**src/sv/hdp_pkg.sv**
```systemverilog
package hdp_pkg;

   // Width of the byte position counter and of the segment start pointer.
   localparam int unsigned POS_BITS = 24;

   typedef logic [POS_BITS-1:0] pos_type;

   localparam pos_type POS_MAX        = {POS_BITS{1'b1}};
   localparam pos_type SEG_START_INIT = pos_type'(2);

   // Image formats as reported on the result channel.
   typedef enum logic [2:0] {
      FMT_UNKNOWN = 3'd0,
      FMT_JPEG    = 3'd1,
      FMT_PNG     = 3'd2,
      FMT_GIF     = 3'd3,
      FMT_BMP     = 3'd4
   } format_type;

   // Magic and marker bytes.
   localparam logic [7:0] JPG_MARK = 8'hFF;
   localparam logic [7:0] JPG_SOI  = 8'hD8;
   localparam logic [7:0] JPG_SOF0 = 8'hC0;
   localparam logic [7:0] JPG_SOF2 = 8'hC2;
   localparam logic [7:0] PNG_B0   = 8'h89;
   localparam logic [7:0] PNG_B1   = 8'h50;
   localparam logic [7:0] PNG_B2   = 8'h4E;
   localparam logic [7:0] PNG_B3   = 8'h47;
   localparam logic [7:0] GIF_B0   = 8'h47;
   localparam logic [7:0] GIF_B1   = 8'h49;
   localparam logic [7:0] GIF_B2   = 8'h46;
   localparam logic [7:0] GIF_B3   = 8'h38;
   localparam logic [7:0] BMP_B0   = 8'h42;
   localparam logic [7:0] BMP_B1   = 8'h4D;

   // Byte offsets inside a JPEG segment.
   localparam logic [3:0] SEG_OFF_MARK  = 4'd0;
   localparam logic [3:0] SEG_OFF_CODE  = 4'd1;
   localparam logic [3:0] SEG_OFF_LEN_H = 4'd2;
   localparam logic [3:0] SEG_OFF_LEN_L = 4'd3;
   localparam logic [3:0] SEG_OFF_HGT_H = 4'd5;
   localparam logic [3:0] SEG_OFF_HGT_L = 4'd6;
   localparam logic [3:0] SEG_OFF_WID_H = 4'd7;
   localparam logic [3:0] SEG_OFF_WID_L = 4'd8;
   localparam logic [3:0] SEG_OFF_DONE  = 4'd9;
   localparam pos_type    SEG_OFF_SPAN  = pos_type'(10);

   // Byte positions in the file.
   localparam pos_type POS_MAGIC_END = pos_type'(4);
   localparam pos_type POS_JPG_WALK  = pos_type'(2);
   localparam pos_type POS_CLASSIFY  = pos_type'(7);
   localparam pos_type POS_PNG_FIRST = pos_type'(16);
   localparam pos_type POS_PNG_WLAST = pos_type'(19);
   localparam pos_type POS_PNG_LAST  = pos_type'(23);

   typedef struct packed {
      logic [7:0] data_byte;
      logic       first_byte;
      logic       last_byte;
   } req_item_type;

   typedef struct packed {
      format_type  format;
      logic        found;
      logic [31:0] width;
      logic [31:0] height;
   } rsp_item_type;

   function automatic format_type classify(input logic [31:0] m);
      format_type f;
      f = FMT_UNKNOWN;
      if (m[31:24] == JPG_MARK && m[23:16] == JPG_SOI && m[15:8] == JPG_MARK) begin
         f = FMT_JPEG;
      end else if (m[31:24] == PNG_B0 && m[23:16] == PNG_B1 &&
                   m[15:8] == PNG_B2 && m[7:0] == PNG_B3) begin
         f = FMT_PNG;
      end else if (m[31:24] == GIF_B0 && m[23:16] == GIF_B1 &&
                   m[15:8] == GIF_B2 && m[7:0] == GIF_B3) begin
         f = FMT_GIF;
      end else if (m[31:24] == BMP_B0 && m[23:16] == BMP_B1) begin
         f = FMT_BMP;
      end
      return f;
   endfunction

endpackage

```
**src/sv/image_header_dimension_parser.sv**
```systemverilog
// Channel   Ports                                            Moves
// req       req_valid/req_ready, req_data_byte,              one file byte per transfer
//           req_first_byte, req_last_byte
// rsp       rsp_valid/rsp_ready, rsp_format, rsp_found,      at most one result per image
//           rsp_width, rsp_height
//
// One byte per cycle while the result slot is free: a byte waits in the input register;
// the parse logic updates the header state and, when settled, loads the result register.
// A byte's result reaches rsp through the input register and then the result register.
// Synchronous reset empties both registers and clears the parse state.
// A result still waiting in the output register stalls the parse only if rsp_ready is low;
// the input register then holds its byte and req_ready drops.
module image_header_dimension_parser (
   input  logic        clock,
   input  logic        reset,
   input  logic        req_valid,
   output logic        req_ready,
   input  logic [7:0]  req_data_byte,
   input  logic        req_first_byte,
   input  logic        req_last_byte,
   output logic        rsp_valid,
   input  logic        rsp_ready,
   output logic [2:0]  rsp_format,
   output logic        rsp_found,
   output logic [31:0] rsp_width,
   output logic [31:0] rsp_height
);
   import hdp_pkg::*;

   req_item_type req_item;
   req_item_type item;
   logic         item_valid;
   logic         out_free;
   logic         go;
   logic         emit;
   rsp_item_type result;
   rsp_item_type rsp_item;

   assign req_item.data_byte  = req_data_byte;
   assign req_item.first_byte = req_first_byte;
   assign req_item.last_byte  = req_last_byte;

   // Advance the held byte through the parse whenever the result slot can take it.
   assign go = item_valid && out_free;

   hdp_in_stage u_in (
      .clock      (clock),
      .reset      (reset),
      .req_valid  (req_valid),
      .req_ready  (req_ready),
      .req_item   (req_item),
      .advance    (go),
      .item_valid (item_valid),
      .item       (item)
   );

   hdp_parse_core u_core (
      .clock  (clock),
      .reset  (reset),
      .go     (go),
      .item   (item),
      .emit   (emit),
      .result (result)
   );

   hdp_out_stage u_out (
      .clock     (clock),
      .reset     (reset),
      .load      (go && emit),
      .load_item (result),
      .free      (out_free),
      .rsp_valid (rsp_valid),
      .rsp_ready (rsp_ready),
      .rsp_item  (rsp_item)
   );

   assign rsp_format = rsp_item.format;
   assign rsp_found  = rsp_item.found;
   assign rsp_width  = rsp_item.width;
   assign rsp_height = rsp_item.height;

endmodule

```
**src/sv/hdp_in_stage.sv**
```systemverilog
module hdp_in_stage (
   input  logic                 clock,
   input  logic                 reset,
   input  logic                 req_valid,
   output logic                 req_ready,
   input  hdp_pkg::req_item_type req_item,
   input  logic                 advance,
   output logic                 item_valid,
   output hdp_pkg::req_item_type item
);
   import hdp_pkg::*;

   logic         valid_ff;
   logic         valid_in;
   req_item_type item_ff;

   // Take a new byte when the stage is empty or its byte moves on this cycle.
   assign req_ready = !valid_ff || advance;

   always_comb begin
      valid_in = valid_ff;
      if (req_valid && req_ready) begin
         valid_in = 1'b1;
      end else if (advance) begin
         valid_in = 1'b0;
      end
   end

   always_ff @(posedge clock) begin
      if (reset) begin
         valid_ff <= 1'b0;
      end else begin
         valid_ff <= valid_in;
      end
   end

   always_ff @(posedge clock) begin
      if (req_valid && req_ready) begin
         item_ff <= req_item;
      end
   end

   assign item_valid = valid_ff;
   assign item       = item_ff;

endmodule

```
**src/sv/hdp_parse_core.sv**
```systemverilog
module hdp_parse_core (
   input  logic                  clock,
   input  logic                  reset,
   input  logic                  go,
   input  hdp_pkg::req_item_type item,
   output logic                  emit,
   output hdp_pkg::rsp_item_type result
);
   import hdp_pkg::*;

   pos_type     idx_ff, idx_in;
   logic [31:0] magic_ff, magic_in;
   format_type  fmt_ff, fmt_in;
   pos_type     seg_ff, seg_in;
   logic        sof_ff, sof_in;
   logic [15:0] len_ff, len_in;
   logic [31:0] wid_ff, wid_in;
   logic [31:0] hgt_ff, hgt_in;
   logic        given_ff, given_in;
   logic        wfail_ff, wfail_in;

   logic [7:0]        b;
   pos_type           i;
   pos_type           off;
   logic [POS_BITS:0] seg_next;
   logic              found;
   logic              fail;

   assign b = item.data_byte;

   always_comb begin
      // Start from the held state, or the cleared state on a first byte.
      if (item.first_byte) begin
         idx_in   = '0;
         magic_in = '0;
         fmt_in   = FMT_UNKNOWN;
         seg_in   = SEG_START_INIT;
         sof_in   = 1'b0;
         len_in   = '0;
         wid_in   = '0;
         hgt_in   = '0;
         given_in = 1'b0;
         wfail_in = 1'b0;
      end else begin
         idx_in   = idx_ff;
         magic_in = magic_ff;
         fmt_in   = fmt_ff;
         seg_in   = seg_ff;
         sof_in   = sof_ff;
         len_in   = len_ff;
         wid_in   = wid_ff;
         hgt_in   = hgt_ff;
         given_in = given_ff;
         wfail_in = wfail_ff;
      end
      i        = idx_in;
      off      = i - seg_in;
      seg_next = '0;
      found    = 1'b0;
      fail     = 1'b0;

      if (!given_in) begin
         if (i == POS_MAX) begin
            fail = 1'b1;
         end else begin
            if (i < POS_MAGIC_END) begin
               case (i[1:0])
                  2'd0:    magic_in[31:24] = magic_in[31:24] | b;
                  2'd1:    magic_in[23:16] = magic_in[23:16] | b;
                  2'd2:    magic_in[15:8]  = magic_in[15:8] | b;
                  default: magic_in[7:0]   = magic_in[7:0] | b;
               endcase
            end
            if (i == POS_CLASSIFY) begin
               fmt_in = classify(magic_in);
            end

            // Walk JPEG segments by their length fields.
            if (i >= POS_JPG_WALK && magic_in[31:8] == {JPG_MARK, JPG_SOI, JPG_MARK} &&
                !wfail_in && i >= seg_in && off < SEG_OFF_SPAN) begin
               case (off[3:0])
                  SEG_OFF_MARK: begin
                     if (b != JPG_MARK) begin
                        wfail_in = 1'b1;
                     end
                  end
                  SEG_OFF_CODE:  sof_in = (b == JPG_SOF0) || (b == JPG_SOF2);
                  SEG_OFF_LEN_H: len_in = {8'd0, b};
                  SEG_OFF_LEN_L: begin
                     len_in = {len_in[7:0], b};
                     if (!sof_in) begin
                        if (len_in < 16'd2) begin
                           wfail_in = 1'b1;
                        end else begin
                           seg_next = {1'b0, seg_in} + (POS_BITS+1)'(2) +
                                      (POS_BITS+1)'(len_in);
                           seg_in = (seg_next > {1'b0, POS_MAX}) ? POS_MAX :
                                    seg_next[POS_BITS-1:0];
                        end
                     end
                  end
                  SEG_OFF_HGT_H: hgt_in = {24'd0, b};
                  SEG_OFF_HGT_L: hgt_in = {16'd0, hgt_in[7:0], b};
                  SEG_OFF_WID_H: wid_in = {24'd0, b};
                  SEG_OFF_WID_L: wid_in = {16'd0, wid_in[7:0], b};
                  SEG_OFF_DONE:  found = 1'b1;
                  default: ;
               endcase
            end

            if (fmt_in == FMT_PNG && i >= POS_PNG_FIRST && i <= POS_PNG_LAST) begin
               if (i <= POS_PNG_WLAST) begin
                  wid_in = {wid_in[23:0], b};
               end else begin
                  hgt_in = {hgt_in[23:0], b};
               end
               if (i == POS_PNG_LAST) begin
                  found = 1'b1;
               end
            end

            if (!found) begin
               if (i >= POS_CLASSIFY && fmt_in != FMT_JPEG && fmt_in != FMT_PNG) begin
                  fail = 1'b1;
               end
               if (i >= POS_CLASSIFY && fmt_in == FMT_JPEG && wfail_in) begin
                  fail = 1'b1;
               end
               if (item.last_byte) begin
                  fail = 1'b1;
               end
            end
         end
         idx_in = (i == POS_MAX) ? i : i + pos_type'(1);
         if (found || fail) begin
            given_in = 1'b1;
         end
      end

      // Only a byte that is still parsed can raise found or fail.
      emit          = found || fail;
      result.format = fmt_in;
      result.found  = found;
      result.width  = found ? wid_in : '0;
      result.height = found ? hgt_in : '0;
   end

   always_ff @(posedge clock) begin
      if (reset) begin
         idx_ff   <= '0;
         magic_ff <= '0;
         fmt_ff   <= FMT_UNKNOWN;
         seg_ff   <= SEG_START_INIT;
         sof_ff   <= 1'b0;
         len_ff   <= '0;
         wid_ff   <= '0;
         hgt_ff   <= '0;
         given_ff <= 1'b0;
         wfail_ff <= 1'b0;
      end else if (go) begin
         idx_ff   <= idx_in;
         magic_ff <= magic_in;
         fmt_ff   <= fmt_in;
         seg_ff   <= seg_in;
         sof_ff   <= sof_in;
         len_ff   <= len_in;
         wid_ff   <= wid_in;
         hgt_ff   <= hgt_in;
         given_ff <= given_in;
         wfail_ff <= wfail_in;
      end
   end

endmodule

```
**src/sv/hdp_out_stage.sv**
```systemverilog
module hdp_out_stage (
   input  logic                  clock,
   input  logic                  reset,
   input  logic                  load,
   input  hdp_pkg::rsp_item_type load_item,
   output logic                  free,
   output logic                  rsp_valid,
   input  logic                  rsp_ready,
   output hdp_pkg::rsp_item_type rsp_item
);
   import hdp_pkg::*;

   logic         valid_ff;
   logic         valid_in;
   rsp_item_type item_ff;

   // The slot is free when empty or when its result leaves this cycle.
   assign free = !valid_ff || rsp_ready;

   always_comb begin
      valid_in = valid_ff;
      if (load) begin
         valid_in = 1'b1;
      end else if (rsp_ready) begin
         valid_in = 1'b0;
      end
   end

   always_ff @(posedge clock) begin
      if (reset) begin
         valid_ff <= 1'b0;
      end else begin
         valid_ff <= valid_in;
      end
   end

   always_ff @(posedge clock) begin
      if (load) begin
         item_ff <= load_item;
      end
   end

   assign rsp_valid = valid_ff;
   assign rsp_item  = item_ff;

endmodule

```
**config.mk**
```make
export PLATFORM = sky130hd
export DESIGN_NAME = image_header_dimension_parser
export DESIGN_NICKNAME = d
export VERILOG_FILES = /design/src/sv/hdp_pkg.sv /design/src/sv/image_header_dimension_parser.sv /design/src/sv/hdp_in_stage.sv /design/src/sv/hdp_parse_core.sv /design/src/sv/hdp_out_stage.sv
export SDC_FILE = /design/constraint.sdc
export NUM_CORES = 1
export LEC_CHECK = 0
export BUFFER_PORTS_ARGS = -buffer_cell sky130_fd_sc_hd__buf_4
export CORE_MARGIN = 2
export CORE_UTILIZATION = 55
export DETAILED_ROUTE_END_ITERATION = 8
export GPL_TIMING_DRIVEN = 1
export PLACE_DENSITY = 0.73
export SLEW_MARGIN = 10
export SYNTH_ARGS = -nofsm -noshare
export SYNTH_HDL_FRONTEND = slang
export SYNTH_HIERARCHICAL = 1
export SYNTH_SLANG_ARGS = --single-unit
```
**constraint.sdc**
```tcl
create_clock -name clock -period 17.5 [get_ports clock]
set_clock_uncertainty 0.2 [all_clocks]
set_input_delay 3.5 -clock clock [delete_from_list [all_inputs] [get_ports clock]]
set_output_delay 3.5 -clock clock [all_outputs]
set_load 0.005 [all_outputs]
```
==> run metrics <==
type of destination of the critical path primary output; Max H-tree Level 1; dominant cells by area after synthesis dfxtp_1 21%, edfxtp_1 15%, nor2_1 4.9%; Sequential cell area 5550 um^2; antenna violations before repair 0; unrepaired setup endpoints after global routing no; WHS Path Cells 2; headroom to the max-slew limit 0.118; routed wire length per instance 21.7 um; launching point of the worst reg2reg path u_in/item[1]; unique cell type count in the Yosys netlist 96; CP startpoint kind input pin; IO buf count 83; Core Box Area 27600 um^2; switching fraction of total power 0.251; final setup violation count 0; Peak supply drop 0.0677 mV; clock tree from TritonCTS done; fraction of registers with async set or reset after synthesis 0; DPL Wire Length 33900 um; clock tree root buffer cell clkbuf_16; Mapped Nets 1906; transition time of the tightest slew-check pin 1310 ps; final routed wirelength across all metal layers 48600 um; initial DRC count 1596; via density per instance 6.61; Worst R2R Path Depth 19; Int Pwr 954 uW; sequential fraction of design power 0.466; number of detailed-route iterations in the first pass 5; endpoint with the worst hold slack u_core/magic_ff[7]; clock-pin transition on the worst setup and hold timing paths 60 ps; top_reg_cell synth dfxtp_1; antenna cells 0; total number of vias 14810; Yosys warnings 6; number of primary I/O pins 84; type of the worst setup path input pin to primary output; Filler Cell Count 2432; max-cap violation count 0; clock latency at the later pin of the worst-skew pair 550 ps; overall fraction of global-route tracks in use 0.325; Post-Synthesis Cells 1833; number of nets in the layout 1914; Pins Over Slew Limit 0; part of the power in the clock network 0.442; final worst path period need 8430 ps; flop and latch count out of synthesis 238; final hold violation count 0; utilization after layout 0.617; largest area contributor in the netlist dfxtp_1; static leakage power 6.26 nW; worst r2r dst u_out/rsp_item[28]; worst slack, placed 9070 ps; cells along the critical path buf_4 > nand2b_4 > and2_1 > nand2b_4 > buf_4; initial core utilization 0.555; total gr overflow 0; register-to-register setup slack 9250 ps; global-route wire length before repair 74900 um; multi-input combinational cell area 9030 um^2; number of placement rows 61; largest net degree at the start of global routing 72; combinational share of power 0.092; share of final-layout standard cells stronger than drive strength 1 0.117; startpoint of the lowest-slack hold path u_core/magic_ff[7]; post-cts resize count 0; Final Power 1.27 mW; mean cell area of the mapped netlist 8.34 um^2; largest fanout on the critical path 18; Vert. Die Dim 171 um; max frequency 119 MHz; cts hold-fix bufs 0; number of nets with antenna violations after routing 0; Post-CTS Setup Repair Bufs 0; PwrDens 74.9 nW/um^2; via count of the first global-routing pass 13460; layout overhead on the synthesized area 11.2%; final clock period utilization by the worst path 0.482; maximum number of buffers from clock root to sink 3; Die W 171 um; path category of the worst min-delay check flip-flop to flip-flop; die outline area 29100 um^2; outcome finished clean; number of buffers and inverters on the critical path 2; TritonCTS Sinks 238; Inserted Clock Buffers 26; summed instance area of the synthesized netlist 15300 um^2; fraction of post-synthesis cell area in the top cell type by area 0.210; detailed-route DRC error count 0; final weighted congestion in routability-driven placement 0.959; Top Family by Delay on Critical Path simple AND/OR/NAND/NOR gates; arrival time at the worst endpoint 4730 ps; EDFF count, synth 78; net switching power 319 uW; worst path setup slack after routing 9070 ps; Setup TNS Final 0 ps; Fin Hold WS 255 ps; slowest CP cell and2_1; part of the Yosys area used for sequential elements 0.363; required time worst endpoint 13800 ps; crit-path max cell delay 650 ps
-- placed cells by master, fill, tap and decap left out, types with 11 or more instances in the layout --
| cell | netlist | layout |
|---|---|---|
| nor2b_1 | 44 | 44 |
| o31ai_1 | 11 | 11 |
| nor4_1 | 22 | 20 |
| o211ai_1 | 18 | 18 |
| a211oi_1 | 25 | 25 |
| nand2_1 | 181 | 180 |
| nor3_1 | 71 | 70 |
| edfxtp_1 | 78 | 78 |
| clkbuf_16 | 0 | 28 |
| or3_1 | 15 | 15 |
| a22o_1 | 30 | 30 |
| a31oi_1 | 21 | 21 |
| and3_1 | 16 | 15 |
| nand4_1 | 28 | 28 |
| and2_1 | 14 | 14 |
| xor2_1 | 14 | 14 |
| a221oi_1 | 12 | 12 |
| a22oi_1 | 32 | 32 |
| nand3_1 | 75 | 75 |
| or4_1 | 11 | 11 |
| a21o_1 | 24 | 23 |
| a21oi_1 | 101 | 100 |
| nor2_1 | 201 | 200 |
| inv_1 | 65 | 65 |
| mux2i_1 | 41 | 41 |
| ha_1 | 57 | 57 |
| a32oi_1 | 16 | 16 |
| o21ai_0 | 59 | 59 |
| nand2b_1 | 19 | 19 |
| xnor2_1 | 35 | 35 |
| o2bb2ai_1 | 19 | 19 |
| a31o_2 | 15 | 15 |
| buf_4 | 1 | 108 |
| dfxtp_1 | 160 | 160 |
-- power by group through the flow --
stage / Clock [mW] / Combinational [mW] / Sequential [mW]
2_1_floorplan: 0 / 0.0699 / 0.605
3_3_place_gp: 0 / 0.113 / 0.605
3_5_place_dp: 0 / 0.114 / 0.605
4_1_cts: 0.570 / 0.115 / 0.593
5_1_grt: 0.593 / 0.126 / 0.594
6_report: 0.563 / 0.117 / 0.593
-- area by class of cell --
class	instances	area share
multi-input combinational	1401	0.531
inverter	66	0.0146
clock inverter	9	0.00537
timing repair buffer	108	0.0477
sequential	238	0.326
tap	378	0.0278
clock buffer	39	0.0472
-- cell families after synthesis --
logic type / share of synthesized area
compound gates: 0.230
xor+xnor: 0.0281
fa+ha+maj: 0.0493
buf+inv: 0.0494
flops: 0.363
mux: 0.0327
simple gates: 0.248
-- worst min-delay path: cells and delay by family (launching register included) --
kind / cells / cell delay [ps]
AO/OA/AOI/OAI: 1 / 50
flip-flops: 1 / 310
AND/OR/NAND/NOR: 1 / 50
-- registers in the layout, summed over array words and instances, names as in the netlist --
name and cells:
u_core/hgt_ff 32, u_core/magic_ff 32, u_core/seg_ff 24, u_core/given_ff 1
u_core/idx_ff 24, u_out/rsp_item 68, u_in/item_valid 1, u_core/fmt_ff 3
u_core/wfail_ff 1, u_in/item 10, u_core/len_ff 8, u_out/rsp_valid 1
u_core/wid_ff 32, u_core/sof_ff 1
-- layer usage --
metal / vias to the layer above / track usage / routed length [um]
met5: - / 0 / 0
met4: 0 / 0.155 / 2460
met3: 155 / 0.0514 / 4140
met2: 814 / 0.505 / 21500
met1: 7012 / 0.444 / 20600
li1: 6829 / - / -
-- per-stage QoR --
stage               cell area [um^2]  cells
CTS                            17000   2239
finish                         17000   2239
detailed placement             16100   2191
global placement               16100   2191
floorplan                      15300   1833
global route                   17000   2239
-- Yosys cell counts, drive strengths merged, types with 8 or more instances --
cell	n
a211oi	26
a21o	24
a21oi	103
a221oi	12
a22o	30
a22oi	32
a31o	15
a31oi	21
a32oi	16
and2	15
and3	16
buf	28
clkbuf	100
dfxtp	160
edfxtp	78
ha	57
inv	66
mux2	8
mux2i	41
nand2	181
nand2b	21
nand3	75
nand4	30
nor2	201
nor2b	44
nor3	73
nor4	29
o211ai	18
o21ai	62
o22ai	8
o2bb2ai	20
o31ai	12
o32ai	8
or2	8
or3	15
or4	12
xnor2	35
xor2	14
-- how the worst max path moves through the flow --
stage            startpoint                  to  cells past startpoint
6_report          rsp_ready           req_ready                      5
5_1_grt        u_in/item[1]  u_out/rsp_item[28]                     19
4_1_cts           rsp_ready           req_ready                      5
3_5_place_dp      rsp_ready           req_ready                      5
3_3_place_gp      rsp_ready           req_ready                      5
2_1_floorplan  u_in/item[1]   u_out/rsp_item[0]                     23
No activity file was read; power rests on OpenSTA's default activity.
